File: config.mk
export PLATFORM = sky130hd
export DESIGN_NAME = mvsf_front
export DESIGN_NICKNAME = d
export VERILOG_FILES = /design/src/rtl/mvsf_pkg.sv /design/src/rtl/mvsf_front.sv
export SDC_FILE = /design/constraint.sdc
export NUM_CORES = 1
export LEC_CHECK = 0
export ABC_AREA = 1
export BUFFER_PORTS_ARGS = -buffer_cell sky130_fd_sc_hd__buf_2
export CAP_MARGIN = 10
export CORE_ASPECT_RATIO = 0.8
export CORE_UTILIZATION = 30
export DETAILED_ROUTE_END_ITERATION = 8
export GPL_TIMING_DRIVEN = 0
export HOLD_SLACK_MARGIN = 0.12
export SETUP_SLACK_MARGIN = 0.1
export SLEW_MARGIN = 20
export SYNTH_ARGS = -nofsm -noshare
export SYNTH_HDL_FRONTEND = slang
export SYNTH_SLANG_ARGS = --single-unit
File: constraint.sdc
create_clock -name aclk -period 7 [get_ports aclk]
set_clock_uncertainty 0.2 [all_clocks]
set_input_delay 0 -clock aclk [delete_from_list [all_inputs] [get_ports aclk]]
set_output_delay 0 -clock aclk [all_outputs]
set_load 0.02 [all_outputs]
File: src/rtl/mvsf_pkg.sv
package mvsf_pkg;

    localparam int OFFSET_W = 16;
    localparam int VALUE_W  = 32;
    localparam int WIDE_W   = 33;
    localparam int CMP_W    = 34;
    localparam int DIFF_W   = 35;
    localparam int DIV_BITS = 33;
    localparam int S_DATA_W = 144;
    localparam int M_DATA_W = 56;
    localparam int CFG_IDX_W = 3;

    localparam logic [2:0] OP_LT  = 3'd0;
    localparam logic [2:0] OP_GT  = 3'd1;
    localparam logic [2:0] OP_LE  = 3'd2;
    localparam logic [2:0] OP_GE  = 3'd3;
    localparam logic [2:0] OP_EQ  = 3'd4;
    localparam logic [2:0] OP_NE  = 3'd5;
    localparam logic [2:0] OP_DIF = 3'd6;
    localparam logic [2:0] OP_MOD = 3'd7;

    localparam logic [1:0] SRC_PREV  = 2'd0;
    localparam logic [1:0] SRC_FIXED = 2'd1;
    localparam logic [1:0] SRC_ADDR  = 2'd2;
    localparam logic [1:0] SRC_COUNT = 2'd3;

    localparam logic [1:0] SIZE_BYTE = 2'd0;
    localparam logic [1:0] SIZE_HALF = 2'd1;

    localparam logic [1:0] DISP_SIGNED = 2'd0;

    localparam logic [CFG_IDX_W-1:0] REG_OP     = 3'd0;
    localparam logic [CFG_IDX_W-1:0] REG_SOURCE = 3'd1;
    localparam logic [CFG_IDX_W-1:0] REG_SIZE   = 3'd2;
    localparam logic [CFG_IDX_W-1:0] REG_DISP   = 3'd3;
    localparam logic [CFG_IDX_W-1:0] REG_CVAL   = 3'd4;
    localparam logic [CFG_IDX_W-1:0] REG_N      = 3'd5;
    localparam logic [CFG_IDX_W-1:0] REG_X      = 3'd6;

    typedef struct packed {
        logic [2:0]        op;
        logic [1:0]        src;
        logic [1:0]        size;
        logic [1:0]        disp;
        logic [WIDE_W-1:0] cval;
        logic [WIDE_W-1:0] pn;
        logic [WIDE_W-1:0] px;
    } mvsf_cfg_t;

    typedef struct packed {
        logic [OFFSET_W-1:0] offset;
        logic [VALUE_W-1:0]  current;
        logic                keep_cmp;
        logic                sl;
        logic                sn;
        logic [WIDE_W-1:0]   dvd;
        logic [WIDE_W-1:0]   rem;
        logic [WIDE_W-1:0]   dvs;
    } mvsf_div_t;

    function automatic logic signed [CMP_W-1:0] conv_value(
        input logic [VALUE_W-1:0] raw,
        input logic [1:0]         size,
        input logic               sgn
    );
        logic signed [CMP_W-1:0] r;
        if (size == SIZE_BYTE) begin
            r = {{(CMP_W-8){sgn & raw[7]}}, raw[7:0]};
        end else if (size == SIZE_HALF) begin
            r = {{(CMP_W-16){sgn & raw[15]}}, raw[15:0]};
        end else begin
            r = {{(CMP_W-32){sgn & raw[31]}}, raw[31:0]};
        end
        return r;
    endfunction

endpackage

File: src/rtl/mvsf_front.sv
module mvsf_front
    import mvsf_pkg::*;
(
    input  logic                aclk,
    input  logic                aresetn,
    input  logic                adv,
    input  mvsf_cfg_t           cfg,
    input  logic                in_valid,
    input  logic [S_DATA_W-1:0] in_data,
    output logic                out_valid,
    output mvsf_div_t           out_item
);

    logic                    a_valid_reg;
    logic [OFFSET_W-1:0]     a_off_reg;
    logic [VALUE_W-1:0]      a_cur_reg;
    logic signed [CMP_W-1:0] a_lhs_reg;
    logic signed [CMP_W-1:0] a_rhs_reg;
    logic signed [CMP_W-1:0] lhs_next;
    logic signed [CMP_W-1:0] rhs_next;
    logic                    sgn;

    logic                     b_valid_reg;
    mvsf_div_t                b_item_reg;
    mvsf_div_t                b_item_next;
    logic signed [DIFF_W-1:0] diff;
    logic signed [DIFF_W-1:0] n_ext;
    logic signed [CMP_W-1:0]  n_cmp;
    logic [CMP_W-1:0]         abs_l;
    logic [CMP_W-1:0]         abs_n;
    logic                     keep_c;

    assign sgn = (cfg.disp == DISP_SIGNED);

    always_comb begin
        if (cfg.src == SRC_COUNT) begin
            lhs_next = {2'b00, in_data[111:80]};
        end else begin
            lhs_next = conv_value(in_data[47:16], cfg.size, sgn);
        end
        unique case (cfg.src)
            SRC_PREV:  rhs_next = conv_value(in_data[79:48], cfg.size, sgn);
            SRC_ADDR:  rhs_next = conv_value(in_data[143:112], cfg.size, sgn);
            SRC_FIXED: rhs_next = {cfg.cval[WIDE_W-1], cfg.cval};
            SRC_COUNT: rhs_next = {cfg.cval[WIDE_W-1], cfg.cval};
            default:   rhs_next = {cfg.cval[WIDE_W-1], cfg.cval};
        endcase
    end

    always_ff @(posedge aclk) begin
        if (!aresetn) begin
            a_valid_reg <= 1'b0;
        end else if (adv) begin
            a_valid_reg <= in_valid;
        end
        if (adv) begin
            a_off_reg <= in_data[15:0];
            a_cur_reg <= in_data[47:16];
            a_lhs_reg <= lhs_next;
            a_rhs_reg <= rhs_next;
        end
    end

    always_comb begin
        n_cmp = {cfg.pn[WIDE_W-1], cfg.pn};
        n_ext = {{2{cfg.pn[WIDE_W-1]}}, cfg.pn};
        diff  = DIFF_W'(a_lhs_reg) - DIFF_W'(a_rhs_reg);
        abs_l = a_lhs_reg[CMP_W-1] ? CMP_W'(-a_lhs_reg) : a_lhs_reg;
        abs_n = n_cmp[CMP_W-1] ? CMP_W'(-n_cmp) : n_cmp;
        unique case (cfg.op)
            OP_LT:   keep_c = a_lhs_reg < a_rhs_reg;
            OP_GT:   keep_c = a_lhs_reg > a_rhs_reg;
            OP_LE:   keep_c = a_lhs_reg <= a_rhs_reg;
            OP_GE:   keep_c = a_lhs_reg >= a_rhs_reg;
            OP_EQ:   keep_c = a_lhs_reg == a_rhs_reg;
            OP_NE:   keep_c = a_lhs_reg != a_rhs_reg;
            OP_DIF:  keep_c = (diff == n_ext) || (-diff == n_ext);
            default: keep_c = 1'b0;
        endcase
        b_item_next.offset   = a_off_reg;
        b_item_next.current  = a_cur_reg;
        b_item_next.keep_cmp = keep_c;
        b_item_next.sl       = a_lhs_reg[CMP_W-1];
        b_item_next.sn       = cfg.pn[WIDE_W-1];
        b_item_next.dvd      = abs_l[WIDE_W-1:0];
        b_item_next.rem      = '0;
        b_item_next.dvs      = abs_n[WIDE_W-1:0];
    end

    always_ff @(posedge aclk) begin
        if (!aresetn) begin
            b_valid_reg <= 1'b0;
        end else if (adv) begin
            b_valid_reg <= a_valid_reg;
        end
        if (adv) begin
            b_item_reg <= b_item_next;
        end
    end

    assign out_valid = b_valid_reg;
    assign out_item  = b_item_reg;

endmodule

==> impl_metrics.py <==
metrics = {
    "status": {
        "status": "completed",
    },
    "setup_path": {
        "cp-start-kind": "flop",
        "end_kind": "flop",
        "crit_top_cell": "nand2_1",
        "crit_path_max_fanout": 5,
        "cp.required_ns": 7.10,
        "cp_slowest_cell": "dlygate4sd3_1",
        "arrival_ns": 5.16,
        "critPathKind": "flop to flop",
        "critPathMaxStageDelay_ns": 0.55,
        "path_buf_inv": 5,
        "crit_family": "simple AND/OR/NAND/NOR gates",
    },
    "logic_synthesis": {
        "ys_seq_elements": 233,
        "syn_area_per_cell_um2": 7.78,
        "ys_seq_area_share_pct": 45.5,
        "synth.distinct_cells": 48,
        "synth_edf_count": 231,
        "syn_inst": 1970,
        "ys.flop_type": "edfxtp_1",
        "synthArstFlopShare_pct": 0,
        "synth.cell_area_mm2": 0.0153,
        "ys_warn_count": 0,
    },
    "layout": {
        "drive_above_1_share_pct": 18.5,
        "final_net_count": 3026,
        "area_delta_synth_final_pct": 46.8,
        "largest_register_ffs": 117,
        "final_common_cell": "nand2_1",
        "diodes": 0,
        "final_cell_mix": "614 x nand2_1, 362 x dlygate4sd3_1, 338 x buf_2",
        "fillers": 4949,
    },
    "power_and_ir_drop": {
        "p_comb_share_pct": 34.8,
        "clkPwrFrac_pct": 28.5,
        "peakVddDrop_mv": 0.170,
        "netSwitchingPower_mw": 1.67,
        "powerDensity_mw_per_mm2": 212,
        "p_sw_share_pct": 35.1,
        "p_leak_nw": 10.7,
        "pwr-share-seq_pct": 36.7,
        "p_int_mw": 3.10,
    },
    "timing": {
        "fin_crit_ns": 5.06,
        "fmax_ghz": 0.197,
        "tightest_slew_ns": 0.906,
        "slew_violations": 0,
        "rsz0062_at_grt": "no",
        "setup_viol": 0,
        "slew_headroom_pct": 39.6,
        "fin_crit_sh_pct": 72.3,
        "finalHoldViolCount": 0,
        "tns_ns": 0,
        "post-route-worst-setup-slack_ns": 1.94,
        "hold_slack_ns": 0.131,
    },
    "global_route": {
        "antenna_found_initial": 2,
        "grt_pass1_vias": 15500,
        "grt_remaining_overflow": 0,
        "grt_usage_pct": 20.8,
        "grt_max_degree": 89,
        "grt_pass1_wl_mm": 83.2,
    },
    "detailed_routing": {
        "drc_errors": 0,
        "vias": 15600,
        "wl_mm": 54.8,
        "routedWlPerCell_um": 16.0,
        "drt_first_pass_iters": 6,
        "drt-initial-drc-count": 1147,
        "vias_per_cell": 4.55,
        "antenna_left": 0,
    },
    "min_path": {
        "hold_class": "primary input to flop",
    },
    "clocking": {
        "h-tree-depth": 1,
        "post_cts_buffers": 0,
        "cts_tree": "built",
        "root_buffer": "clkbuf_16",
        "clk-insertion-delay-late_ns": 0.55,
        "clock_path_buffers": 3,
        "clk_pin_slew_ns": 0.06,
        "cts_buffers": 27,
        "clock_sinks": 233,
    },
    "place": {
        "globalplace.congestion": 0.869,
        "pre_cts_ws_ns": 3.08,
        "io_buffers": 338,
        "dp_hpwl_mm": 41.6,
    },
    "floorplan": {
        "start_util_pct": 30.6,
        "die_area_mm2": 0.0520,
        "die_x_um": 255,
        "ios": 407,
        "fp-row-count": 73,
        "die_h_um": 204,
        "core_mm2": 0.0501,
    },
    "run": {
        "max_cap_violations": 0,
    },
}
==> final cells by class <==
type | count | area [um2] | area share, %
inverter | 301 | 1130 | 5.02
multi-input combinational | 1404 | 6980 | 31.0
clock inverter | 11 | 106 | 0.473
timing repair buffer | 702 | 5380 | 23.9
buffer | 64 | 365 | 1.62
sequential | 233 | 6980 | 31.0
clock buffer | 36 | 719 | 3.20
tap | 675 | 845 | 3.75
==> synthesized netlist by cell type (2+ instances only) <==
cell / instances / area share, %
nand4_1: 28 / 1.1
buf_4: 33 / 1.6
nor2_4: 9 / 0.66
nor4_1: 11 / 0.45
nor2_1: 168 / 4.1
nand2_4: 2 / 0.15
clkinv_1: 2 / 0.049
and3_1: 2 / 0.082
inv_1: 281 / 6.9
o21ai_0: 69 / 2.3
inv_2: 18 / 0.44
ha_1: 36 / 2.9
clkbuf_1: 27 / 0.66
nor2_2: 14 / 0.57
dfxtp_1: 2 / 0.26
nand2_2: 35 / 1.4
nand2_1: 614 / 15
nor2_8: 2 / 0.26
o21bai_1: 5 / 0.24
nand3_2: 10 / 0.65
a21oi_1: 69 / 2.3
buf_1: 3 / 0.073
nor3_1: 26 / 0.85
edfxtp_1: 231 / 45
o31ai_1: 2 / 0.098
and2_1: 3 / 0.12
o21ai_1: 3 / 0.098
a31oi_1: 3 / 0.12
a21oi_2: 4 / 0.23
xor2_1: 72 / 4.1
xnor2_1: 16 / 0.91
nand3_1: 154 / 5.0
==> per-stage QoR <==
step	total power [mW]	cells	area, um2	util, %
detailed placement	3.25	3017	18000	36.1
CTS	4.79	3426	22500	44.9
global placement	3.23	3015	18000	35.9
finish	4.77	3426	22500	45.0
global route	5.06	3426	22500	45.0
floorplan	2.76	2002	15400	-
==> metal layers <==
| metal | vias to the layer above | part of all wire [%] | track usage, % |
|---|---|---|---|
| met5 | - | 0.024 | 0 |
| met2 | 452 | 47 | 36.0 |
| met3 | 78 | 5.2 | 2.38 |
| met1 | 7240 | 45 | 27.2 |
| li1 | 7813 | - | - |
| met4 | 2 | 2.5 | 5.47 |
==> what timing repair did <==
action / 4_1_cts / 5_1_grt
endpoints found under the hold margin: 302 / 0
resized for setup: 0 / 0
hold buffers: 362 / 0
setup endpoints to repair: 0 / 0
==> worst min-delay path, stage by stage <==
cell and delay, ns:
buf_2 0.08, nand2_1 0.05, nand3_1 0.08, dlygate4sd3_1 0.56
==> cell families after synthesis <==
group | after synthesis | synth area share (%)
DFF | 233 | 45.5
xor gates and xnor gates | 88 | 5.03
other | 1 | 0.0245
and+or+nand+nor | 1085 | 31.0
AOI/OAI and AO/OA | 161 | 5.63
adders and majority gates | 37 | 3.07
buffers and inverters | 365 | 9.76
==> worst paths after layout <==
kind	start	endpoint	slack [ns]	cells past startpoint
max	a_lhs_reg[0]	out_item[101]	1.94	29
min	cfg[93]	a_rhs_reg[27]	0.13	4
max reg2reg	a_lhs_reg[0]	out_item[101]	1.94	29
min reg2reg	a_cur_reg[2]	out_item[104]	0.22	0
==> power by group through the flow <==
stage / registers (mW) / clock network (mW) / logic, mW
after floorplan: 1.84 / 0 / 0.919
after global placement: 1.78 / 0 / 1.45
after detailed placement: 1.78 / 0 / 1.47
after CTS: 1.75 / 1.39 / 1.65
after global routing: 1.76 / 1.44 / 1.85
final: 1.75 / 1.36 / 1.66
Power figures use the tool's default switching activity.
