`src/rtl/mvsf_pkg.sv`:
```
package mvsf_pkg;

    localparam int OFFSET_W = 16;
    localparam int VALUE_W  = 32;
    localparam int WIDE_W   = 33;
    localparam int CMP_W    = 34;
    localparam int DIFF_W   = 35;
    localparam int DIV_BITS = 33;
    localparam int S_DATA_W = 144;
    localparam int M_DATA_W = 56;
    localparam int CFG_IDX_W = 3;

    localparam logic [2:0] OP_LT  = 3'd0;
    localparam logic [2:0] OP_GT  = 3'd1;
    localparam logic [2:0] OP_LE  = 3'd2;
    localparam logic [2:0] OP_GE  = 3'd3;
    localparam logic [2:0] OP_EQ  = 3'd4;
    localparam logic [2:0] OP_NE  = 3'd5;
    localparam logic [2:0] OP_DIF = 3'd6;
    localparam logic [2:0] OP_MOD = 3'd7;

    localparam logic [1:0] SRC_PREV  = 2'd0;
    localparam logic [1:0] SRC_FIXED = 2'd1;
    localparam logic [1:0] SRC_ADDR  = 2'd2;
    localparam logic [1:0] SRC_COUNT = 2'd3;

    localparam logic [1:0] SIZE_BYTE = 2'd0;
    localparam logic [1:0] SIZE_HALF = 2'd1;

    localparam logic [1:0] DISP_SIGNED = 2'd0;

    localparam logic [CFG_IDX_W-1:0] REG_OP     = 3'd0;
    localparam logic [CFG_IDX_W-1:0] REG_SOURCE = 3'd1;
    localparam logic [CFG_IDX_W-1:0] REG_SIZE   = 3'd2;
    localparam logic [CFG_IDX_W-1:0] REG_DISP   = 3'd3;
    localparam logic [CFG_IDX_W-1:0] REG_CVAL   = 3'd4;
    localparam logic [CFG_IDX_W-1:0] REG_N      = 3'd5;
    localparam logic [CFG_IDX_W-1:0] REG_X      = 3'd6;

    typedef struct packed {
        logic [2:0]        op;
        logic [1:0]        src;
        logic [1:0]        size;
        logic [1:0]        disp;
        logic [WIDE_W-1:0] cval;
        logic [WIDE_W-1:0] pn;
        logic [WIDE_W-1:0] px;
    } mvsf_cfg_t;

    typedef struct packed {
        logic [OFFSET_W-1:0] offset;
        logic [VALUE_W-1:0]  current;
        logic                keep_cmp;
        logic                sl;
        logic                sn;
        logic [WIDE_W-1:0]   dvd;
        logic [WIDE_W-1:0]   rem;
        logic [WIDE_W-1:0]   dvs;
    } mvsf_div_t;

    function automatic logic signed [CMP_W-1:0] conv_value(
        input logic [VALUE_W-1:0] raw,
        input logic [1:0]         size,
        input logic               sgn
    );
        logic signed [CMP_W-1:0] r;
        if (size == SIZE_BYTE) begin
            r = {{(CMP_W-8){sgn & raw[7]}}, raw[7:0]};
        end else if (size == SIZE_HALF) begin
            r = {{(CMP_W-16){sgn & raw[15]}}, raw[15:0]};
        end else begin
            r = {{(CMP_W-32){sgn & raw[31]}}, raw[31:0]};
        end
        return r;
    endfunction

endpackage

```
`src/rtl/mvsf_div_step.sv`:
```
module mvsf_div_step
    import mvsf_pkg::*;
(
    input  logic      aclk,
    input  logic      aresetn,
    input  logic      adv,
    input  logic      in_valid,
    input  mvsf_div_t in_item,
    output logic      out_valid,
    output mvsf_div_t out_item
);

    logic            valid_reg;
    mvsf_div_t       item_reg;
    mvsf_div_t       item_next;
    logic [WIDE_W:0] trial;
    logic [WIDE_W:0] sub;
    logic            ge;

    always_comb begin
        trial = {in_item.rem, in_item.dvd[WIDE_W-1]};
        sub   = trial - {1'b0, in_item.dvs};
        ge    = trial >= {1'b0, in_item.dvs};
        item_next     = in_item;
        item_next.rem = ge ? sub[WIDE_W-1:0] : trial[WIDE_W-1:0];
        item_next.dvd = {in_item.dvd[WIDE_W-2:0], 1'b0};
    end

    always_ff @(posedge aclk) begin
        if (!aresetn) begin
            valid_reg <= 1'b0;
        end else if (adv) begin
            valid_reg <= in_valid;
        end
        if (adv) begin
            item_reg <= item_next;
        end
    end

    assign out_valid = valid_reg;
    assign out_item  = item_reg;

endmodule

```
`config.mk`:
```
export PLATFORM = sky130hd
export DESIGN_NAME = mvsf_div_step
export DESIGN_NICKNAME = d
export VERILOG_FILES = /design/src/rtl/mvsf_pkg.sv /design/src/rtl/mvsf_div_step.sv
export SDC_FILE = /design/constraint.sdc
export NUM_CORES = 1
export LEC_CHECK = 0
export ABC_AREA = 1
export ABC_CLOCK_PERIOD_IN_PS = 1900
export BUFFER_PORTS_ARGS = -buffer_cell sky130_fd_sc_hd__buf_4
export CORE_UTILIZATION = 40
export DETAILED_ROUTE_END_ITERATION = 10
export MAX_ROUTING_LAYER = met4
export PLACE_DENSITY_LB_ADDON = 0.1
export SYNTH_ARGS = -nofsm -noshare
export SYNTH_HDL_FRONTEND = slang
export SYNTH_SLANG_ARGS = --single-unit
```
`constraint.sdc`:
```
create_clock -name aclk -period 1.9 [get_ports aclk]
set_input_delay 0.19 -clock aclk [delete_from_list [all_inputs] [get_ports aclk]]
set_output_delay 0.19 -clock aclk [all_outputs]
set_load 0.01 [all_outputs]
```
==> results of run 1 <==
-- worst max path at each step --
stage / start / end / slack, ns
floorplan: in_item[98] / out_item[58]$_DFFE_PP_ / 0.05
global placement: in_item[98] / out_item[33]$_DFFE_PP_ / -0.25
detailed placement: in_item[98] / out_item[33]$_DFFE_PP_ / -0.29
CTS: in_item[98] / out_item[33]$_DFFE_PP_ / 0.13
global route: in_item[12] / out_item[33]$_DFFE_PP_ / 0.002
finish: in_item[98] / out_item[33]$_DFFE_PP_ / 0.11
-- state kept, by name, indices dropped and copies added (netlist names) --
signal / flops
out_item: 149
out_valid: 1
-- cells in the mapped netlist, drive strengths merged --
library cell,n,share of area [%]
inv,161,7.7
xor2,13,1.5
conb,1,0.048
a21oi,22,1.5
o21ai,2,0.13
fa,1,0.26
edfxtp,149,57
a21o,2,0.19
or2,2,0.16
nand3,69,5.4
xnor2,1,0.11
buf,10,1.1
and2,5,0.40
nand2,297,15
nand4,2,0.16
ha,33,5.3
nor3,11,0.91
nor2,41,2.2
dfxtp,1,0.26
and3,1,0.080
nand3b,10,0.96
-- metal layers --
metal | wire, um | up-vias | track usage, %
li1 | - | 3739 | -
met1 | 10300 | 3406 | 29.8
met2 | 13200 | 276 | 47.4
met3 | 1630 | 47 | 4.68
met4 | 753 | 0 | 10.1
met5 | 0 | - | -
-- per-stage QoR --
step	TNS (ns)	cell area (um^2)	total power, mW	hold WS (ns)
final	0	13000	10.0	0.0282
after global routing	0	13000	10.5	0.0238
after CTS	0	13000	10.1	0.00568
after detailed placement	-8.54	11300	6.49	0.369
after global placement	-7.35	11300	6.45	0.368
after floorplan	0	7830	5.16	0.283
-- worst max-delay path, cell delays in order --
cell and delay, ns:
sky130_fd_sc_hd__buf_4 0.10, sky130_fd_sc_hd__inv_1 0.06, sky130_fd_sc_hd__ha_1 0.13, sky130_fd_sc_hd__inv_1 0.06, sky130_fd_sc_hd__fa_1 0.42, sky130_fd_sc_hd__nand3_1 0.13
sky130_fd_sc_hd__nand3_2 0.09, sky130_fd_sc_hd__nand2_1 0.11, sky130_fd_sc_hd__nand2_1 0.12, sky130_fd_sc_hd__nand2_4 0.13, sky130_fd_sc_hd__nand2_8 0.08, sky130_fd_sc_hd__buf_12 0.17
sky130_fd_sc_hd__nand2_1 0.05, sky130_fd_sc_hd__o21ai_0 0.09
-- layout make-up --
cell class | instances | area, um^2 | area share (%)
timing repair buffer | 522 | 4320 | 33.3
sequential | 150 | 4490 | 34.6
clock inverter | 15 | 164 | 1.26
inverter | 161 | 604 | 4.65
multi-input combinational | 513 | 2650 | 20.4
tap | 260 | 325 | 2.51
antenna | 1 | 2.50 | 0.0193
clock buffer | 17 | 425 | 3.28
-- cell families (layout without fill, tap and decap cells) --
family	Yosys count	in the layout	synth area share, %
buffers and inverters	171	715	8.79
AOI/OAI and AO/OA	26	26	1.77
adders and majority gates	34	34	5.53
DFF	150	150	57.4
xor gates and xnor gates	14	14	1.57
and+or+nand+nor	438	438	24.9
other	1	2	0.0479
-- power by group --
| group | internal [mW] | switching (mW) | leakage [nW] |
|---|---|---|---|
| Sequential | 4.01 | 0.0999 | 1.47 |
| Clock | 1.86 | 1.54 | 0.278 |
| Combinational | 1.29 | 1.23 | 4.77 |
| Total | 7.17 | 2.87 | 6.52 |
==> qor.tcl, run 1 <==
set qor(hold-path-endpoint) {out_valid$_SDFFE_PN0P_}
set qor(final.period_utilization_pct) 94.0
set qor(first_global_vias) 7430
set qor(outcome) {completed}
set qor(setup.worst_path.class) {in2reg}
set qor(leakage_nw) 6.52
set qor(max_clock_freq_ghz) 0.560
set qor(floorplan.initialDensity_pct) 41.3
set qor(clock-skew-final_ns) 0
set qor(die_w_um) 142
set qor(report.final.setup_viol) 0
set qor(power_per_cell_area_nw_per_um2) 773
set qor(post_synth.cell_area_avg_um2) 9.39
set qor(drtAntennaViolNets) 0
set qor(setup_slack_ns) 0.114
set qor(postCtsSetupBuffers) 0
set qor(clock_sinks) 150
set qor(reg2reg_setup_slack_ns) 1.27
set qor(min_path_type) {in2reg}
set qor(timing_max_transition_violations_final) 0
set qor(drive_gt1_share_pct) 34.4
set qor(htree_levels) 4
set qor(portBuffers) 303
set qor(later_pin_clock_latency_in_the_skew_report_ns) 0.42
set qor(placeableCoreArea_um2) 19000
set qor(final_util_pct) 68.5
set qor(gp_routability_congestion) 0.917
set qor(post-place-ws_ns) -0.293
set qor(cts.root.buffer_cell) {sky130_fd_sc_hd__clkbuf_16}
set qor(ys.warnings.count) 0
set qor(crit_arrival_ns) 1.95
set qor(cap_violations) 0
set qor(die_y_um) 142
set qor(post_cts_resized) 0
set qor(grt_start_max_net_pins) 42
set qor(yosys_register_bits) 150
set qor(rsz_0062_raised_after_global_routing) {no}
set qor(via_per_inst) 4.56
set qor(num-fill-cells) 1562
set qor(ff2ff_path_depth) 2
set qor(kind_of_end_point_of_the_critical_path) {flip-flop}
set qor(cts_tree) {done}
set qor(floorplan_row_count) 50
set qor(post-place-cells) 1492
set qor(synthDistinctLibCells) 35
set qor(postRouteWirelength_mm) 25.9
set qor(r2r-start) {out_valid$_SDFFE_PN0P_}
set qor(num-nets-final) 1553
set qor(wl_per_cell_um) 15.8
set qor(hold-path-cell-count) 3
set qor(final_cell_count_no_fill) 1639
set qor(fraction_of_the_yosys_area_taken_by_sequential_cells_pct) 57.4
set qor(global_route_wire_length_before_repair_mm) 39.2
set qor(final_period_minus_worst_setup_slack_ns) 1.79
set qor(report.final.hold_viol_count) 0
set qor(hold_path_startpoint) {aresetn}
set qor(ctsLongestPathBuffers) 2
set qor(grt_antenna_before_repair) 1
set qor(drt_iter0_markers) 464
set qor(num_vias) 7468
set qor(worst_ep_required_time_ns) 2.06
set qor(mapped_nets) 1022
set qor(dpl.hpwl_mm) 18.6
set qor(grt.overflow.total) 0
set qor(postSynthCellCount) 834
set qor(gr-usage-all-layers_pct) 26.6
set qor(synth_area_um2) 7830
set qor(design.portCount) 305
set qor(crit_fanout) 16
set qor(setup.worst_path.start_class) {input port}
set qor(design.die.area_um2) 20100
set qor(timing.rr.end) {out_valid$_SDFFE_PN0P_}
set qor(max-vdd-ir-drop_v) 0.000596
set qor(drc) 0
set qor(layout.cells.most_common_list) {sky130_fd_sc_hd__buf_4, sky130_fd_sc_hd__nand2_1, sky130_fd_sc_hd__inv_1}
set qor(ctsHoldBuffers) 114
set qor(tritoncts.num_buffers) 17
set qor(final_common_cell) {sky130_fd_sc_hd__buf_4}
set qor(area.growth.synth_to_final_pct) 65.8
set qor(clkTransAtPathRegs_ns) 0.06
set qor(drt_pre_antenna_iters) 6
(Power assumes the default switching activity.)
==> run 2: changes to the inputs <==
--- a/config.mk
+++ b/config.mk
@@ -5,9 +5,10 @@
 export SDC_FILE = /design/constraint.sdc
 export NUM_CORES = 1
 export LEC_CHECK = 0
-export ABC_AREA = 1
+export ABC_AREA = 0
 export ABC_CLOCK_PERIOD_IN_PS = 1900
 export BUFFER_PORTS_ARGS = -buffer_cell sky130_fd_sc_hd__buf_4
+export CORE_MARGIN = 2
 export CORE_UTILIZATION = 40
 export DETAILED_ROUTE_END_ITERATION = 10
 export MAX_ROUTING_LAYER = met4
==> run 2 against run 1 <==
- the run now ends with setup timing left
- critical path type unchanged
- cell area shrank 6.0%
- global-route usage fell by 2.4 points
- synthesized cell count fell by 42%
- first-iteration DRC count down 46%
- flip-flop and latch count stayed put
- power fell by 1.7%
- hold slack got worse by 0.0017 ns
- register-to-register slack better by 0.04 ns
==> qor.tcl, run 2 <==
set qor(design.die.area_um2) 18400 ;# -8.8%
set qor(min_path_type) {in2reg}
set qor(setup.worst_path.start_class) {input port}
set qor(hold-path-endpoint) {out_valid$_SDFFE_PN0P_}
set qor(postRouteWirelength_mm) 21.7 ;# -16%
set qor(cts_tree) {done}
set qor(htree_levels) 4 ;# unchanged
set qor(final_period_minus_worst_setup_slack_ns) 2.58 ;# +0.797 ns
set qor(r2r-start) {out_valid$_SDFFE_PN0P_}
set qor(drive_gt1_share_pct) 48.1 ;# +14 points
set qor(portBuffers) 303 ;# unchanged
set qor(rsz_0062_raised_after_global_routing) {yes}
set qor(design.portCount) 305 ;# unchanged
set qor(ys.warnings.count) 0 ;# unchanged
set qor(slew-limit-headroom_pct) 52.4
set qor(setup_slack_ns) -0.683 ;# -0.797 ns
set qor(synthDistinctLibCells) 49 ;# +40%
set qor(post_synth_most_frequent_cells) {sky130_fd_sc_hd__edfxtp_1, sky130_fd_sc_hd__inv_1, sky130_fd_sc_hd__ha_1}
set qor(kind_of_end_point_of_the_critical_path) {flip-flop}
set qor(post_synth.cell_area_avg_um2) 14.4 ;# +53%
set qor(yosysTopAreaCell) {sky130_fd_sc_hd__edfxtp_1}
set qor(drc) 0 ;# unchanged
set qor(drt_iter0_markers) 250 ;# -46%
set qor(fraction_of_the_yosys_area_taken_by_sequential_cells_pct) 64.9 ;# +7.6 points
set qor(later_pin_clock_latency_in_the_skew_report_ns) 0.42 ;# about the same
set qor(post-place-ws_ns) -1.26 ;# -0.969 ns
set qor(timing.rr.end) {out_valid$_SDFFE_PN0P_}
set qor(worst_ep_required_time_ns) 2.08 ;# +0.02 ns
set qor(floorplan.initialDensity_pct) 40.4 ;# -0.89 points
set qor(worst_setup_path_startpoint) {in_item[98]}
set qor(layout.cells.most_common_list) {sky130_fd_sc_hd__buf_4, sky130_fd_sc_hd__edfxtp_1, sky130_fd_sc_hd__dlygate4sd3_1}
set qor(ctsLongestPathBuffers) 2 ;# unchanged
set qor(drt_pre_antenna_iters) 4 ;# -2
set qor(crit_fanout) 7 ;# -9
set qor(clock-skew-final_ns) 0 ;# unchanged
set qor(clkTransAtPathRegs_ns) 0.07 ;# about the same
set qor(max_slew.worst_pin.slew_ns) 0.705
set qor(synth-edff-count) 149 ;# unchanged
set qor(die_w_um) 136 ;# -4.5%
set qor(floorplan_row_count) 48 ;# -4.0%
set qor(area.growth.synth_to_final_pct) 76.5
set qor(clock_sinks) 150 ;# unchanged
set qor(reg2reg_setup_slack_ns) 1.31 ;# +0.04 ns
set qor(dpl.hpwl_mm) 15.5 ;# -17%
set qor(cap_violations) 0 ;# unchanged
set qor(outcome) {complete, but fails checks}
set qor(ff2ff_path_depth) 2 ;# unchanged
set qor(max_clock_freq_ghz) 0.387 ;# -31%
set qor(report.final.hold_viol_count) 0 ;# unchanged
set qor(power_mw) 9.86 ;# -1.7%
set qor(post-synth-top-count-cell) {sky130_fd_sc_hd__edfxtp_1}
set qor(async_flop_share_pct) 0 ;# unchanged
set qor(timing_max_transition_violations_final) 0 ;# unchanged
set qor(grt.overflow.total) 0 ;# unchanged
set qor(final_util_pct) 71.3 ;# +2.8 points
set qor(violations) {setup timing}
set qor(grt_start_max_net_pins) 47 ;# +12%
set qor(yosys.area.top_type_share_pct) 64.7 ;# +7.5 points
set qor(hold_path_startpoint) {in_valid}
set qor(max-vdd-ir-drop_v) 0.000561 ;# -5.9%
set qor(cts.root.buffer_cell) {sky130_fd_sc_hd__clkbuf_16}
set qor(die_y_um) 136 ;# -4.5%
set qor(num_vias) 5984 ;# -20%
set qor(whs_ns) 0.0265 ;# -0.00168 ns
set qor(placeableCoreArea_um2) 17100 ;# -9.7%
set qor(wl_per_cell_um) 17.2 ;# +9.2%
set qor(final_common_cell) {sky130_fd_sc_hd__buf_4}
set qor(drtAntennaViolNets) 0 ;# unchanged
set qor(largest_register_ff_count) 149 ;# unchanged
set qor(setup.worst_path.class) {in2reg}
set qor(crit_arrival_ns) 2.76 ;# +0.81 ns
set qor(postSynthCellCount) 482 ;# -42%
set qor(gr-usage-all-layers_pct) 24.2 ;# -2.4 points
set qor(synth.area.top_cells) {sky130_fd_sc_hd__edfxtp_1, sky130_fd_sc_hd__ha_1, sky130_fd_sc_hd__mux2_4}
set qor(num-nets-final) 1209 ;# -22%
set qor(via_per_inst) 4.75 ;# +4.3%
set qor(yosys_register_bits) 150 ;# unchanged
set qor(hold-path-cell-count) 3 ;# unchanged
set qor(synth-main-ff-cell) {sky130_fd_sc_hd__edfxtp_1}
set qor(report.final.setup_viol) 33 ;# +33
set qor(final.period_utilization_pct) 136 ;# +42 points
set qor(tritoncts.num_buffers) 17 ;# unchanged
set qor(gp_routability_congestion) 0.832 ;# -9.3%
set qor(grt_antenna_before_repair) 1 ;# unchanged
set qor(first_global_vias) 6302 ;# -15%
set qor(power_per_cell_area_nw_per_um2) 808 ;# +4.5%
set qor(synth_area_um2) 6920 ;# -12%
set qor(leakage_nw) 5.46 ;# -16%
set qor(setup_total_negative_slack_ns) -21.09 ;# -21.09 ns
set qor(mapped_nets) 670 ;# -34%
set qor(global_route_wire_length_before_repair_mm) 32.7 ;# -17%
run 2: changes by cell type after synthesis, sizes merged, moves of 9 or more:
cell,delta
a21o,+9
inv,-116
xnor2,+15
nand2,-272
nand3,-59
mux2,+27
o21ai,+16
nor2,-16
run 2: kinds of logic (layout without fill, tap and decap cells):
kind of cell / Yosys count / after routing / synth area share [%]
AO/OA/AOI/OAI: 100 / 100 / 9.91
XOR/XNOR: 23 / 23 / 2.91
adder cells (fa/ha/maj): 34 / 34 / 6.26
buffers and inverters: 54 / 605 / 3.83
flip-flops: 150 / 150 / 64.9
multiplexers: 29 / 29 / 5.88
other: 1 / 2 / 0.0542
AND/OR/NAND/NOR: 91 / 91 / 6.22
run 2: final cells by class:
cell class / count / area (um^2)
inverter: 45 / 181
antenna: 1 / 2.50
multi-input combinational: 278 / 2320
tap: 225 / 282
clock buffer: 17 / 425
timing repair buffer: 529 / 4370
sequential: 150 / 4490
fill: 1212 / 4900
clock inverter: 14 / 140
run 2: repair_timing:
action	CTS	global route
gates cloned	0	1
hold buffers	116	0
resized for setup	27	8
endpoints found under the hold margin	116	0
pin swaps	2	3
setup endpoints to repair	33	33
buffers inserted	5	4
run 2: stage by stage:
step           instance area [um^2]  instances
3_3_place_gp                  10200       1101
4_1_cts                       12100       1253
3_5_place_dp                  10200       1101
2_1_floorplan                  6950        482
6_report                      12200       1259
5_1_grt                       12200       1259
run 2: critical path, cell delays in order:
cell and delay [ns]:
sky130_fd_sc_hd__buf_8 0.11, sky130_fd_sc_hd__inv_12 0.04, sky130_fd_sc_hd__ha_4 0.12, sky130_fd_sc_hd__inv_2 0.04
sky130_fd_sc_hd__fa_2 0.35, sky130_fd_sc_hd__a21o_1 0.18, sky130_fd_sc_hd__a221o_2 0.40, sky130_fd_sc_hd__a41oi_4 0.18
sky130_fd_sc_hd__a211oi_4 0.10, sky130_fd_sc_hd__nor3_2 0.15, sky130_fd_sc_hd__o31a_1 0.20, sky130_fd_sc_hd__o21a_4 0.21
sky130_fd_sc_hd__clkbuf_16 0.18, sky130_fd_sc_hd__mux2_4 0.30
run 2: worst max path at each step:
| stage | to | slack (ns) | cells after the start |
|---|---|---|---|
| after floorplan | out_item[38]$_DFFE_PP_ | -1.06 | 15 |
| after global placement | out_item[37]$_DFFE_PP_ | -1.18 | 14 |
| final | out_item[38]$_DFFE_PP_ | -0.68 | 14 |
| after detailed placement | out_item[37]$_DFFE_PP_ | -1.26 | 14 |
| after global routing | out_item[54]$_DFFE_PP_ | -0.77 | 14 |
| after CTS | out_item[34]$_DFFE_PP_ | -0.70 | 14 |
run 2: report_power, final:
part / internal (mW) / total [mW] / switching, mW
registers: 4.02 / 4.12 / 0.0994
logic: 1.44 / 2.49 / 1.05
clock network: 1.73 / 3.26 / 1.53
total: 7.19 / 9.86 / 2.68
run 2: routing by layer:
metal	routed length, um	vias up	track usage (%)	share of wire, %
met1	8530	2807	27.1	39
met2	11100	242	42.2	51
met5	0	-	-	0
li1	-	2895	-	-
met3	1460	40	5.50	6.7
met4	579	0	9.32	2.7
