`config.mk`:
```
export PLATFORM = sky130hd
export DESIGN_NAME = mvsf_back
export DESIGN_NICKNAME = d
export VERILOG_FILES = /design/src/rtl/mvsf_pkg.sv /design/src/rtl/mvsf_back.sv
export SDC_FILE = /design/constraint.sdc
export NUM_CORES = 1
export LEC_CHECK = 0
export BUFFER_PORTS_ARGS = -buffer_cell sky130_fd_sc_hd__buf_2
export CORE_AREA = 2 2 123 125
export CTS_CLUSTER_SIZE = 12
export DETAILED_ROUTE_END_ITERATION = 8
export DIE_AREA = 0 0 125 127
export PLACE_DENSITY_LB_ADDON = 0.08
export SYNTH_ARGS = -nofsm -noshare
export SYNTH_HDL_FRONTEND = slang
export SYNTH_SLANG_ARGS = --single-unit
```
`constraint.sdc`:
```
create_clock -name aclk -period 5.5 [get_ports aclk]
set_input_delay 0.275 -clock aclk [delete_from_list [all_inputs] [get_ports aclk]]
set_output_delay 0.275 -clock aclk [all_outputs]
set_load 0.01 [all_outputs]
```
`src/rtl/mvsf_pkg.sv`:
```
package mvsf_pkg;

    localparam int OFFSET_W = 16;
    localparam int VALUE_W  = 32;
    localparam int WIDE_W   = 33;
    localparam int CMP_W    = 34;
    localparam int DIFF_W   = 35;
    localparam int DIV_BITS = 33;
    localparam int S_DATA_W = 144;
    localparam int M_DATA_W = 56;
    localparam int CFG_IDX_W = 3;

    localparam logic [2:0] OP_LT  = 3'd0;
    localparam logic [2:0] OP_GT  = 3'd1;
    localparam logic [2:0] OP_LE  = 3'd2;
    localparam logic [2:0] OP_GE  = 3'd3;
    localparam logic [2:0] OP_EQ  = 3'd4;
    localparam logic [2:0] OP_NE  = 3'd5;
    localparam logic [2:0] OP_DIF = 3'd6;
    localparam logic [2:0] OP_MOD = 3'd7;

    localparam logic [1:0] SRC_PREV  = 2'd0;
    localparam logic [1:0] SRC_FIXED = 2'd1;
    localparam logic [1:0] SRC_ADDR  = 2'd2;
    localparam logic [1:0] SRC_COUNT = 2'd3;

    localparam logic [1:0] SIZE_BYTE = 2'd0;
    localparam logic [1:0] SIZE_HALF = 2'd1;

    localparam logic [1:0] DISP_SIGNED = 2'd0;

    localparam logic [CFG_IDX_W-1:0] REG_OP     = 3'd0;
    localparam logic [CFG_IDX_W-1:0] REG_SOURCE = 3'd1;
    localparam logic [CFG_IDX_W-1:0] REG_SIZE   = 3'd2;
    localparam logic [CFG_IDX_W-1:0] REG_DISP   = 3'd3;
    localparam logic [CFG_IDX_W-1:0] REG_CVAL   = 3'd4;
    localparam logic [CFG_IDX_W-1:0] REG_N      = 3'd5;
    localparam logic [CFG_IDX_W-1:0] REG_X      = 3'd6;

    typedef struct packed {
        logic [2:0]        op;
        logic [1:0]        src;
        logic [1:0]        size;
        logic [1:0]        disp;
        logic [WIDE_W-1:0] cval;
        logic [WIDE_W-1:0] pn;
        logic [WIDE_W-1:0] px;
    } mvsf_cfg_t;

    typedef struct packed {
        logic [OFFSET_W-1:0] offset;
        logic [VALUE_W-1:0]  current;
        logic                keep_cmp;
        logic                sl;
        logic                sn;
        logic [WIDE_W-1:0]   dvd;
        logic [WIDE_W-1:0]   rem;
        logic [WIDE_W-1:0]   dvs;
    } mvsf_div_t;

    function automatic logic signed [CMP_W-1:0] conv_value(
        input logic [VALUE_W-1:0] raw,
        input logic [1:0]         size,
        input logic               sgn
    );
        logic signed [CMP_W-1:0] r;
        if (size == SIZE_BYTE) begin
            r = {{(CMP_W-8){sgn & raw[7]}}, raw[7:0]};
        end else if (size == SIZE_HALF) begin
            r = {{(CMP_W-16){sgn & raw[15]}}, raw[15:0]};
        end else begin
            r = {{(CMP_W-32){sgn & raw[31]}}, raw[31:0]};
        end
        return r;
    endfunction

endpackage

```
`src/rtl/mvsf_back.sv`:
```
module mvsf_back
    import mvsf_pkg::*;
(
    input  logic                aclk,
    input  logic                aresetn,
    input  logic                adv,
    input  mvsf_cfg_t           cfg,
    input  logic                in_valid,
    input  mvsf_div_t           in_item,
    output logic                out_valid,
    output logic [M_DATA_W-1:0] out_data
);

    logic                    valid_reg;
    logic [OFFSET_W-1:0]     off_reg;
    logic                    keep_reg;
    logic [VALUE_W-1:0]      prev_reg;
    logic                    keep_next;
    logic [CMP_W-1:0]        mag;
    logic signed [CMP_W-1:0] r;
    logic signed [CMP_W-1:0] x_ext;

    always_comb begin
        x_ext = {cfg.px[WIDE_W-1], cfg.px};
        if (in_item.sl == in_item.sn) begin
            mag = {1'b0, in_item.rem};
        end else begin
            mag = {1'b0, in_item.dvs} - {1'b0, in_item.rem};
        end
        if (in_item.rem == '0) begin
            r = '0;
        end else if (in_item.sn) begin
            r = -mag;
        end else begin
            r = mag;
        end
        if (cfg.op == OP_MOD) begin
            keep_next = (cfg.pn != '0) && (r == x_ext);
        end else begin
            keep_next = in_item.keep_cmp;
        end
    end

    always_ff @(posedge aclk) begin
        if (!aresetn) begin
            valid_reg <= 1'b0;
        end else if (adv) begin
            valid_reg <= in_valid;
        end
        if (adv) begin
            off_reg  <= in_item.offset;
            keep_reg <= keep_next;
            prev_reg <= in_item.current;
        end
    end

    assign out_valid = valid_reg;
    assign out_data  = {{(M_DATA_W-OFFSET_W-1-VALUE_W){1'b0}}, prev_reg, keep_reg, off_reg};

endmodule

```
==> impl_results.md, run 1 <==
- Sink Count: 50
- Highest clock rate: 0.2104 GHz
- DP HPWL: 17690 µm
- Pwr/cell area: 197.4 nW/µm²
- Top cell type's share of synthesized area: 0.2294
- Outcome: finished, final reports clean
- Synth Register Bits: 50
- Endpoints failing hold: 0
- Final Critical Period: 4.753 ns
- Number of buffers created by CTS: 5
- Pin count of the biggest net entering global routing: 51
- Max clock buf depth: 2
- Fin Setup TNS: 0 ns
- Die Wd: 125 µm
- H-tree depth: 2
- Number of diodes: 0
- Layout fillers: 1443
- Final period util: 0.8642
- Critical-path maximum fanout: 6
- Slew at the pin with the worst max-slew slack: 1.193 ns
- CP required: 5.63 ns
- Relative slew slack: 0.1945
- Final Net Count: 1328
- First-pass DRT Iterations: 5
- First-pass GRT wire length: 32940 µm
- Most common cell after layout, fill and taps aside: buf_2
- Fin area: 7958 µm²
- Post-cts hold buffer count: 0
- Worst Setup Path Type: input port to register
- # rows: 44
- Die Area: 15880 µm²
- Critical Path AT: 4.89 ns
- Ratio of cells with drive above 1 in the final layout: 0.2946
- FF-to-FF path depth: 2
- Hold Path Stages: 1
- Overflow after GRT: 0
- Yosys cell types: 95
- Number of max-cap violations: 0
- Reg-to-Reg End: out_valid$_SDFFE_PN0P_
- Via count: 7195
- Max Clock Skew: 0 ns
- CTS root buffer: clkbuf_16
- Clk_lat worst skew: 0.28 ns
- Pins over their slew limit: 0
- Commonest register cell after synthesis: edfxtp_1
- Critical R2R Launch: out_valid$_SDFFE_PN0P_
- Setup Buffers After CTS: 0
- EDFF count, synth: 49
- Post-cts resize count: 0
- Gate Count Post-Synth: 805
- DR iter-0 viols: 423
- IO Port Bufs: 239
- Core area: 14420 µm²
- Most frequent cells in the layout: buf_2, nand2_1, nor2_1
- Hold path start: in_item[120]
- Drt via density: 5.917
- Flop2flop setup slack: 4.91 ns
- Max FFs per register: 32
- Die Ht: 127 µm
- Multi-input gate area: 4623 µm²
- Placer Congestion: 0.9189
- Number of global-route vias before repair: 6511
- Top cells by area, synth: edfxtp_1, ha_1, o21ai_0
- Storage cell area: 1491 µm²
- Clock Pin Slew Worst Setup and Hold Paths: 0.07 ns
- Antenna violations before repair: 0
- Asr flop ratio synth: 0
- CP startpoint kind: input port
- Leak: 3.499 nW
- Global Route Usage Sum: 0.2518
- Mapped Area: 6415 µm²
- Synth area leader: edfxtp_1
- Hold EP: prev_reg[18]$_DFFE_PP_
- Placed inst area: 7789 µm²
- Final ANT Viol Nets: 0
- Peak VDD IR: 148.9 µV
- IO Count: 319
- Worst Setup End Kind: register
- Final WL: 21270 µm
- Unrepaired setup endpoints after global routing: false
- Post-synthesis area per instance: 7.969 µm²
- Area grow syn2layout: 24.05%
- Yosys warning count: 0
- Register area share after synthesis: 0.2325
- Starting Density: 0.4447
- WL/cell: 17.49 µm
- HP Class: input port to register
- TritonCTS clock tree: built
- Final setup viols: 0
- DRC: 0
-- Yosys cell counts, types with 4 or more instances --
cell type and count:
mux2_2 8, buf_4 9, nor2b_1 7, a311oi_1 5, or4_1 5, nand2_1 76, or3_1 13, a211oi_1 6
nor3_1 23, o211ai_1 11, nand3b_1 5, a211o_1 5, o221ai_1 4, buf_2 10, o41ai_1 4, xor2_1 15
nand2b_1 8, xnor2_1 25, mux2i_1 15, o31ai_1 10, a31oi_1 10, nor4_1 16, or2_2 8, ha_1 34
o22ai_1 6, nand3_1 24, clkbuf_1 15, a21o_1 14, and3_1 13, edfxtp_1 49, o2111ai_1 9, a21boi_0 5
nor3b_1 5, o21ai_0 57, o21a_1 7, nand4_1 21, inv_1 46, nor2_1 67, o21ai_1 4, a21oi_1 53
o211a_1 4
-- critical path, stage by stage --
cell	delay (ns)
buf_2	0.12
ha_1	0.20
fa_1	0.44
nand2b_1	0.24
a21boi_2	0.29
o221ai_1	0.28
and2_1	0.24
o41ai_1	0.67
xor2_1	0.18
a21oi_1	0.46
nor2_1	0.12
a21o_1	0.17
a311oi_1	0.32
o2111ai_1	0.17
nor4_1	0.32
nand4_1	0.17
a211oi_2	0.22
-- kinds of logic (layout without fill, tap and decap cells) --
family / Yosys count / count (layout) / synth area share
simple gates: 312 / 312 / 0.2571
compound gates: 261 / 261 / 0.2895
buf+inv: 82 / 303 / 0.05637
flops: 50 / 50 / 0.2325
xor+xnor: 41 / 41 / 0.05715
fa+ha+maj: 35 / 35 / 0.06944
mux: 23 / 23 / 0.03745
other cells: 1 / 7 / 0.0005846
-- stage by stage --
stage | setup slack, ns | total power (W) | hold WS, ns | cells | utilization
3_5_place_dp | 0.6260 | 0.001219 | 0.4533 | 1208 | 0.5400
4_1_cts | 0.9192 | 0.001569 | 0.1522 | 1216 | 0.5517
5_1_grt | 0.4687 | 0.001674 | 0.1445 | 1216 | 0.5517
2_1_floorplan | 1.190 | 0.0009779 | 0.3739 | 811 | -
6_report | 0.7467 | 0.001571 | 0.1603 | 1216 | 0.5517
3_3_place_gp | 0.6267 | 0.001209 | 0.4512 | 1208 | 0.5400
-- area by class of cell --
cell class | instances | share of cell area
multi-input combinational | 679 | 0.5810
sequential | 50 | 0.1874
timing repair buffer | 249 | 0.1597
tap | 184 | 0.02893
inverter | 46 | 0.02170
clock buffer | 5 | 0.01572
clock inverter | 3 | 0.005503
-- layer usage --
layer,share of wire,wire length (µm),global-route usage
met4,0.012,262,0.03137
met3,0.077,1636,0.04062
met1,0.44,9464,0.3529
met2,0.47,9905,0.4236
met5,0,0,0
-- report_power, final --
part	switching [W]	leakage, nW	internal [W]	total (W)
clock	0.000130	0.0842	0.000215	0.000346
combinational	0.000461	2.93	0.000306	0.000767
sequential	0.00000709	0.488	0.000452	0.000459
-- worst max-delay path by stage --
stage                     start            endpoint  slack (ns)  cells past startpoint
finish              in_item[33]  keep_reg$_DFFE_PP_        0.75                     17
global route        in_item[45]  keep_reg$_DFFE_PP_        0.47                     17
CTS                 in_item[33]  keep_reg$_DFFE_PP_        0.92                     17
detailed placement  in_item[49]  keep_reg$_DFFE_PP_        0.63                     17
global placement     in_item[0]  keep_reg$_DFFE_PP_        0.63                     18
floorplan            in_item[0]  keep_reg$_DFFE_PP_        1.19                     17
Note: power is estimated with default switching activity, not from simulation.
==> run 2: changes to the inputs <==
- clock period: 5.5 -> 4.4 ns (I/O delays scaled with it)
==> impl_results.md, run 2 (synthesized netlist as in run 1, its figures left out) <==
- CP startpoint kind: input port
- DP HPWL: 18020 µm (+1.9%)
- Max clock buf depth: 2 (unchanged)
- Buf/Inv on CP: 3 (+2)
- Hold EP: off_reg[7]$_DFFE_PP_
- # rows: 44 (unchanged)
- Starting Density: 0.4447 (unchanged)
- Pre-CTS setup slack: 0.07478 ns (-0.5512 ns)
- Overflow after GRT: 0 (unchanged)
- HP Class: input port to register
- Clk_lat worst skew: 0.28 ns (about the same)
- Post-cts hold buffer count: 0 (unchanged)
- Internal Power: 0.001254 W (+29%)
- Psw: 0.0007669 W (+28%)
- Leak: 3.963 nW (+13%)
- CTS root buffer: clkbuf_16
- Relative slew slack: 0.4961 (+0.3016)
- Highest clock rate: 0.2469 GHz
- Via count: 7453 (+3.6%)
- Max FFs per register: 32 (unchanged)
- Critical Path AT: 4.18 ns (-0.71 ns)
- Reg-to-Reg End: out_valid$_SDFFE_PN0P_
- Slew at the pin with the worst max-slew slack: 0.7479 ns (-0.4451 ns)
- WL/cell: 16.31 µm (-6.7%)
- Clock Pin Slew Worst Setup and Hold Paths: 0.06 ns (about the same)
- CP max stage cell: a21oi_1
- Combinational Power Share: 0.536 (+0.048)
- Max Clock Skew: 0 ns (unchanged)
- Worst Setup Path Type: input port to register
- Worst Setup End Kind: register
- DR iter-0 viols: 648 (+53%)
- Number of global-route vias before repair: 6766 (+3.9%)
- Pin count of the biggest net entering global routing: 51 (unchanged)
- Die Wd: 125 µm (unchanged)
- Clk pwr share: 0.181 (-0.039)
- Final Critical Period: 4.050 ns
- IO Count: 319 (unchanged)
- Area grow syn2layout: 36.06%
- Delay-heaviest family, CP: compound AO/OA/AOI/OAI gates
- Ratio of cells with drive above 1 in the final layout: 0.3587 (+0.06408)
- First-pass DRT Iterations: 7 (+2)
- Most frequent cells in the layout: buf_2, buf_4, nand2_1
- Number of buffers created by CTS: 5 (unchanged)
- Final Net Count: 1428 (+7.5%)
- Die Ht: 127 µm (unchanged)
- Endpoints failing hold: 0 (unchanged)
- Drt via density: 5.663 (-4.3%)
- Critical-path maximum fanout: 5 (-1)
- TritonCTS clock tree: built
- Flop2flop setup slack: 3.81 ns (-1.10 ns)
- Switching Fraction: 0.3794 (-0.001460)
- Sink Count: 50 (unchanged)
- DRC: 0 (unchanged)
- Pwr/cell area: 231.6 nW/µm² (+17%)
- Final setup viols: 0 (unchanged)
- FF-to-FF path depth: 2 (unchanged)
- Die Area: 15880 µm² (unchanged)
- Antenna violations before repair: 0 (unchanged)
- IO Port Bufs: 239 (unchanged)
- Outcome: finished, final reports clean
- Total Power: 0.002021 W (+29%)
- Most common cell after layout, fill and taps aside: buf_2
- Number of max-cap violations: 0 (unchanged)
- H-tree depth: 2 (unchanged)
- Pins over their slew limit: 0 (unchanged)
- Worst path max stage delay: 0.46 ns (-0.21 ns)
- Flop pwr share: 0.283 (-0.009)
- Final WL: 21470 µm (+0.95%)
- Multi-input gate area: 4671 µm² (+1.0%)
- Final worst slack: 0.3498 ns (-0.3970 ns)
- Hold path start: in_item[141]
- Core area: 14420 µm² (unchanged)
- First-pass GRT wire length: 33690 µm (+2.3%)
- Layout fillers: 1376 (-4.6%)
- Fin Setup TNS: 0 ns (unchanged)
- Placer Congestion: 0.9176 (-0.14%)
- CP cell instances: buf_2 -> inv_1 -> ha_1 -> fa_1 -> nand2b_1 -> a21boi_2 -> o221ai_1 -> and2_1 -> o41ai_1 -> buf_4 -> xor2_1 -> a21oi_1 -> nor2_1 -> a21o_1 -> a311oi_1 -> o2111ai_1 -> nor4_2 -> nand4_1 -> a211oi_2
- Storage cell area: 1491 µm² (unchanged)
- Hold Path Stages: 1 (unchanged)
- Final ANT Viol Nets: 0 (unchanged)
- Number of diodes: 0 (unchanged)
- Critical R2R Launch: out_valid$_SDFFE_PN0P_
- Final period util: 0.9205
- Peak VDD IR: 209.9 µV (+41%)
- CP required: 4.53 ns (-1.10 ns)
- Global Route Usage Sum: 0.2576 (+0.005819)
==> run 2: cell type report <==
class,count,share of cell area
clock buffers,5,0.01433
clock inverters,3,0.001864
inverters,46,0.01978
multi-input cells,679,0.5351
flip-flops and latches,50,0.1709
well taps,184,0.02638
repair buffers,349,0.2317
==> run 2: metal layers <==
layer	vias up	GRT usage	part of all wire
li1	3721	-	-
met1	3421	0.3610	0.45
met2	292	0.4297	0.47
met3	19	0.04439	0.071
met4	0	0.03595	0.010
met5	-	0	0
==> run 2: power groups by stage <==
stage / clock, W / sequential (W) / combinational, W
finish: 0.000365 / 0.000573 / 0.00108
global placement: 0 / 0.000581 / 0.00104
floorplan: 0 / 0.000605 / 0.000617
detailed placement: 0 / 0.000583 / 0.00105
global route: 0.000402 / 0.000576 / 0.00118
CTS: 0.000376 / 0.000573 / 0.00106
==> run 2: what timing repair did <==
| action | CTS | global route |
|---|---|---|
| resized for setup | 0 | 8 |
| setup buffers | 0 | 2 |
| endpoints found under the setup margin | 0 | 1 |
| endpoints found under the hold margin | 0 | 0 |
==> run 2: how the worst max path moves through the flow <==
stage | start | end | cells after the start
after floorplan | in_item[0] | keep_reg$_DFFE_PP_ | 17
after global placement | in_item[0] | keep_reg$_DFFE_PP_ | 19
after detailed placement | in_item[39] | keep_reg$_DFFE_PP_ | 18
after CTS | in_item[0] | keep_reg$_DFFE_PP_ | 19
after global routing | in_item[39] | keep_reg$_DFFE_PP_ | 19
final | in_item[0] | keep_reg$_DFFE_PP_ | 19
==> run 2: metrics by stage <==
| step | hold slack, ns | instances | utilization | area (µm²) |
|---|---|---|---|---|
| 2_1_floorplan | 0.3189 | 811 | - | 6437 |
| 3_3_place_gp | 0.3964 | 1306 | 0.5910 | 8524 |
| 3_5_place_dp | 0.3985 | 1306 | 0.5910 | 8524 |
| 4_1_cts | 0.09465 | 1314 | 0.6008 | 8666 |
| 5_1_grt | 0.08405 | 1316 | 0.6051 | 8728 |
| 6_report | 0.1036 | 1316 | 0.6051 | 8728 |
==> run 3: changes to the inputs <==
- ABC_AREA: default -> 1
- CORE_AREA: 2 2 123 125 -> default
- CORE_MARGIN: default -> 2
- CORE_UTILIZATION: default -> 49
- DIE_AREA: 0 0 125 127 -> default
- HOLD_SLACK_MARGIN: default -> 0.05
- SLEW_MARGIN: default -> 20
==> impl_results.md, run 3 <==
- Outcome: finished, final reports clean
- TritonCTS clock tree: built
- Post-cts hold buffer count: 0 (unchanged)
- Fin Setup TNS: 0 ns (unchanged)
- CP startpoint kind: input port
- Global Route Usage Sum: 0.2808 (+0.02319)
- Critical Path AT: 3.30 ns (-0.88 ns)
- Asr flop ratio synth: 0 (unchanged)
- Unrepaired setup endpoints after global routing: false
- Number of global-route vias before repair: 7738 (+14%)
- DP HPWL: 18250 µm (+1.3%)
- EDFF count, synth: 49 (unchanged)
- Cells after DPL: 1666 (+28%)
- Relative slew slack: 0.6668 (+0.1707)
- Final cell count without fillers: 1676 (+27%)
- Most used cell, CP: nand2_1
- M1 WL: 8927 µm (-8.0%)
- Worst Setup Path Type: input port to register
- WL/cell: 12.79 µm (-22%)
- Worst Setup End Kind: register
- Most frequent cells in the layout: nand2_1, buf_2, inv_1
- Slew at the pin with the worst max-slew slack: 0.4952 ns (-0.2527 ns)
- Die Ht: 123.4 µm (-2.8%)
- Area grow syn2layout: 21.00%
- Placer Congestion: 0.9316 (+1.5%)
- DR iter-0 viols: 669 (+3.2%)
- Final ANT Viol Nets: 0 (unchanged)
- Worst path max stage delay: 0.42 ns (-0.04 ns)
- Uppermost layer routed: met5
- Psw: 0.0007161 W (-6.6%)
- Mapped Area: 6990 µm² (+9.0%)
- Max FFs per register: 32 (unchanged)
- Combinational Power Share: 0.481 (-0.055)
- Post-cts resize count: 0 (unchanged)
- Drt via density: 4.998 (-12%)
- Yosys warning count: 0 (unchanged)
- CTS root buffer: clkbuf_16
- Critical R2R Launch: out_valid$_SDFFE_PN0P_
- Final WL: 21430 µm (-0.18%)
- Number of max-cap violations: 0 (unchanged)
- Via count: 8376 (+12%)
- Register area share after synthesis: 0.2134 (-0.01914)
- Overflow after GRT: 0 (unchanged)
- Synth Register Bits: 50 (unchanged)
- Final period util: 0.7415 (-0.1791)
- Placed inst area: 8294 µm² (-2.7%)
- Endpoints failing hold: 0 (unchanged)
- Met3 WL: 1656 µm (+8.6%)
- Die Area: 15240 µm² (-4.0%)
- Clock Pin Slew Worst Setup and Hold Paths: 0.06 ns (about the same)
- Setup Buffers After CTS: 0 (unchanged)
- Final Critical Period: 3.262 ns (-0.7879 ns)
- Ratio of cells with drive above 1 in the final layout: 0.1893 (-0.1694)
- Switching Fraction: 0.3980 (+0.01860)
- Final setup viols: 0 (unchanged)
- Pins over their slew limit: 0 (unchanged)
- Leak: 5.082 nW (+28%)
- Yosys cell types: 36 (-62%)
- Die Wd: 123.4 µm (-1.2%)
- HP Class: input port to register
- # rows: 43 (-2.3%)
- Post-synthesis area per instance: 5.526 µm² (-31%)
- Commonest register cell after synthesis: edfxtp_1
- Pin count of the biggest net entering global routing: 53 (+3.9%)
- Clk_lat worst skew: 0.28 ns (about the same)
- Worst Setup SP: in_item[0]
- Most frequent cell after synthesis: nand2_1
- Top cell type's share of synthesized area: 0.2631 (+0.03374)
- Starting Density: 0.5017 (+0.05692)
- Gate Count Post-Synth: 1265 (+57%)
- Flop pwr share: 0.318 (+0.035)
- Internal Power: 0.001083 W (-14%)
- First-pass DRT Iterations: 5 (-2)
- IO Count: 319 (unchanged)
- Pre-CTS setup slack: 0.8630 ns (+0.7883 ns)
- Critical-path maximum fanout: 4 (-1)
- Met2 wire length: 10300 µm (+2.8%)
- DRC: 0 (unchanged)
- Antenna violations before repair: 2 (+2)
- Synth area leader: nand2_1
- Final Net Count: 1791 (+25%)
- CP required: 4.44 ns (-0.09 ns)
- Core area: 13930 µm² (-3.4%)
- Top cells by area, synth: nand2_1, edfxtp_1, inv_1
- CP max stage cell: fa_1
- Max clock buf depth: 2 (unchanged)
- Hold path start: in_item[135]
- H-tree depth: 2 (unchanged)
- Highest clock rate: 0.3065 GHz (+24%)
- Clk pwr share: 0.201 (+0.020)
- Max Clock Skew: 0 ns (unchanged)
- Sink Count: 50 (unchanged)
- Fin area: 8458 µm² (-3.1%)
- Most common cell after layout, fill and taps aside: nand2_1
- Peak VDD IR: 159.1 µV (-24%)
- Post-synth top cells: nand2_1, inv_1, nand3_1
- Final worst slack: 1.138 ns (+0.7879 ns)
- Pwr/cell area: 212.7 nW/µm² (-8.1%)
- First-pass GRT wire length: 34170 µm (+1.4%)
- Number of buffers created by CTS: 5 (unchanged)
- Total Power: 0.001799 W (-11%)
- IO Port Bufs: 239 (unchanged)
==> run 3: logic make-up (layout without fill, tap and decap cells) <==
group	after synthesis	after routing	synth area share
other	1	8	0.0005364
DFF	50	50	0.2134
buffers and inverters	267	491	0.1532
adders and majority gates	35	35	0.06372
AOI/OAI and AO/OA	41	41	0.03168
and+or+nand+nor	871	871	0.5375
==> run 3: worst max-delay path, delay by kind of cell <==
family	cells	cell delay, ns
AO/OA/AOI/OAI	1	0.12
adder cells (fa/ha/maj)	2	0.63
buffers and inverters	5	0.41
AND/OR/NAND/NOR	20	1.92
==> run 3: power groups by stage <==
stage | Sequential [W] | Clock, W | Combinational (W)
global route | 0.000576 | 0.000390 | 0.000994
floorplan | 0.000605 | 0 | 0.000568
CTS | 0.000573 | 0.000372 | 0.000858
global placement | 0.000581 | 0 | 0.000842
detailed placement | 0.000583 | 0 | 0.000853
finish | 0.000572 | 0.000362 | 0.000865
==> run 3: layout make-up <==
type	instances	area, µm²
antenna	1	2.502
multi-input combinational	954	4453
sequential	50	1491
inverter	240	905.9
tap	180	225.2
fill	1473	5477
timing repair buffer	243	1239
clock inverter	3	16.27
clock buffer	5	125.1
==> run 3: metal layers <==
metal,track usage,up-vias
met2,0.5027,315
met3,0.04382,38
met1,0.3491,3611
li1,-,4410
met4,0.07386,2
met5,0,-
==> run 3: final timing paths <==
check / end / slack, ns / cells past startpoint
max: keep_reg$_DFFE_PP_ / 1.14 / 28
min: off_reg[1]$_DFFE_PP_ / 0.10 / 1
max reg2reg: out_valid$_SDFFE_PN0P_ / 3.75 / 2
min reg2reg: out_valid$_SDFFE_PN0P_ / 0.56 / 2
==> run 3: per-stage QoR <==
step,util,hold slack (ns)
after detailed placement,0.5952,0.3981
final,0.6070,0.1043
after floorplan,-,0.3135
after CTS,0.6054,0.09776
after global placement,0.5952,0.3964
after global routing,0.6068,0.09251
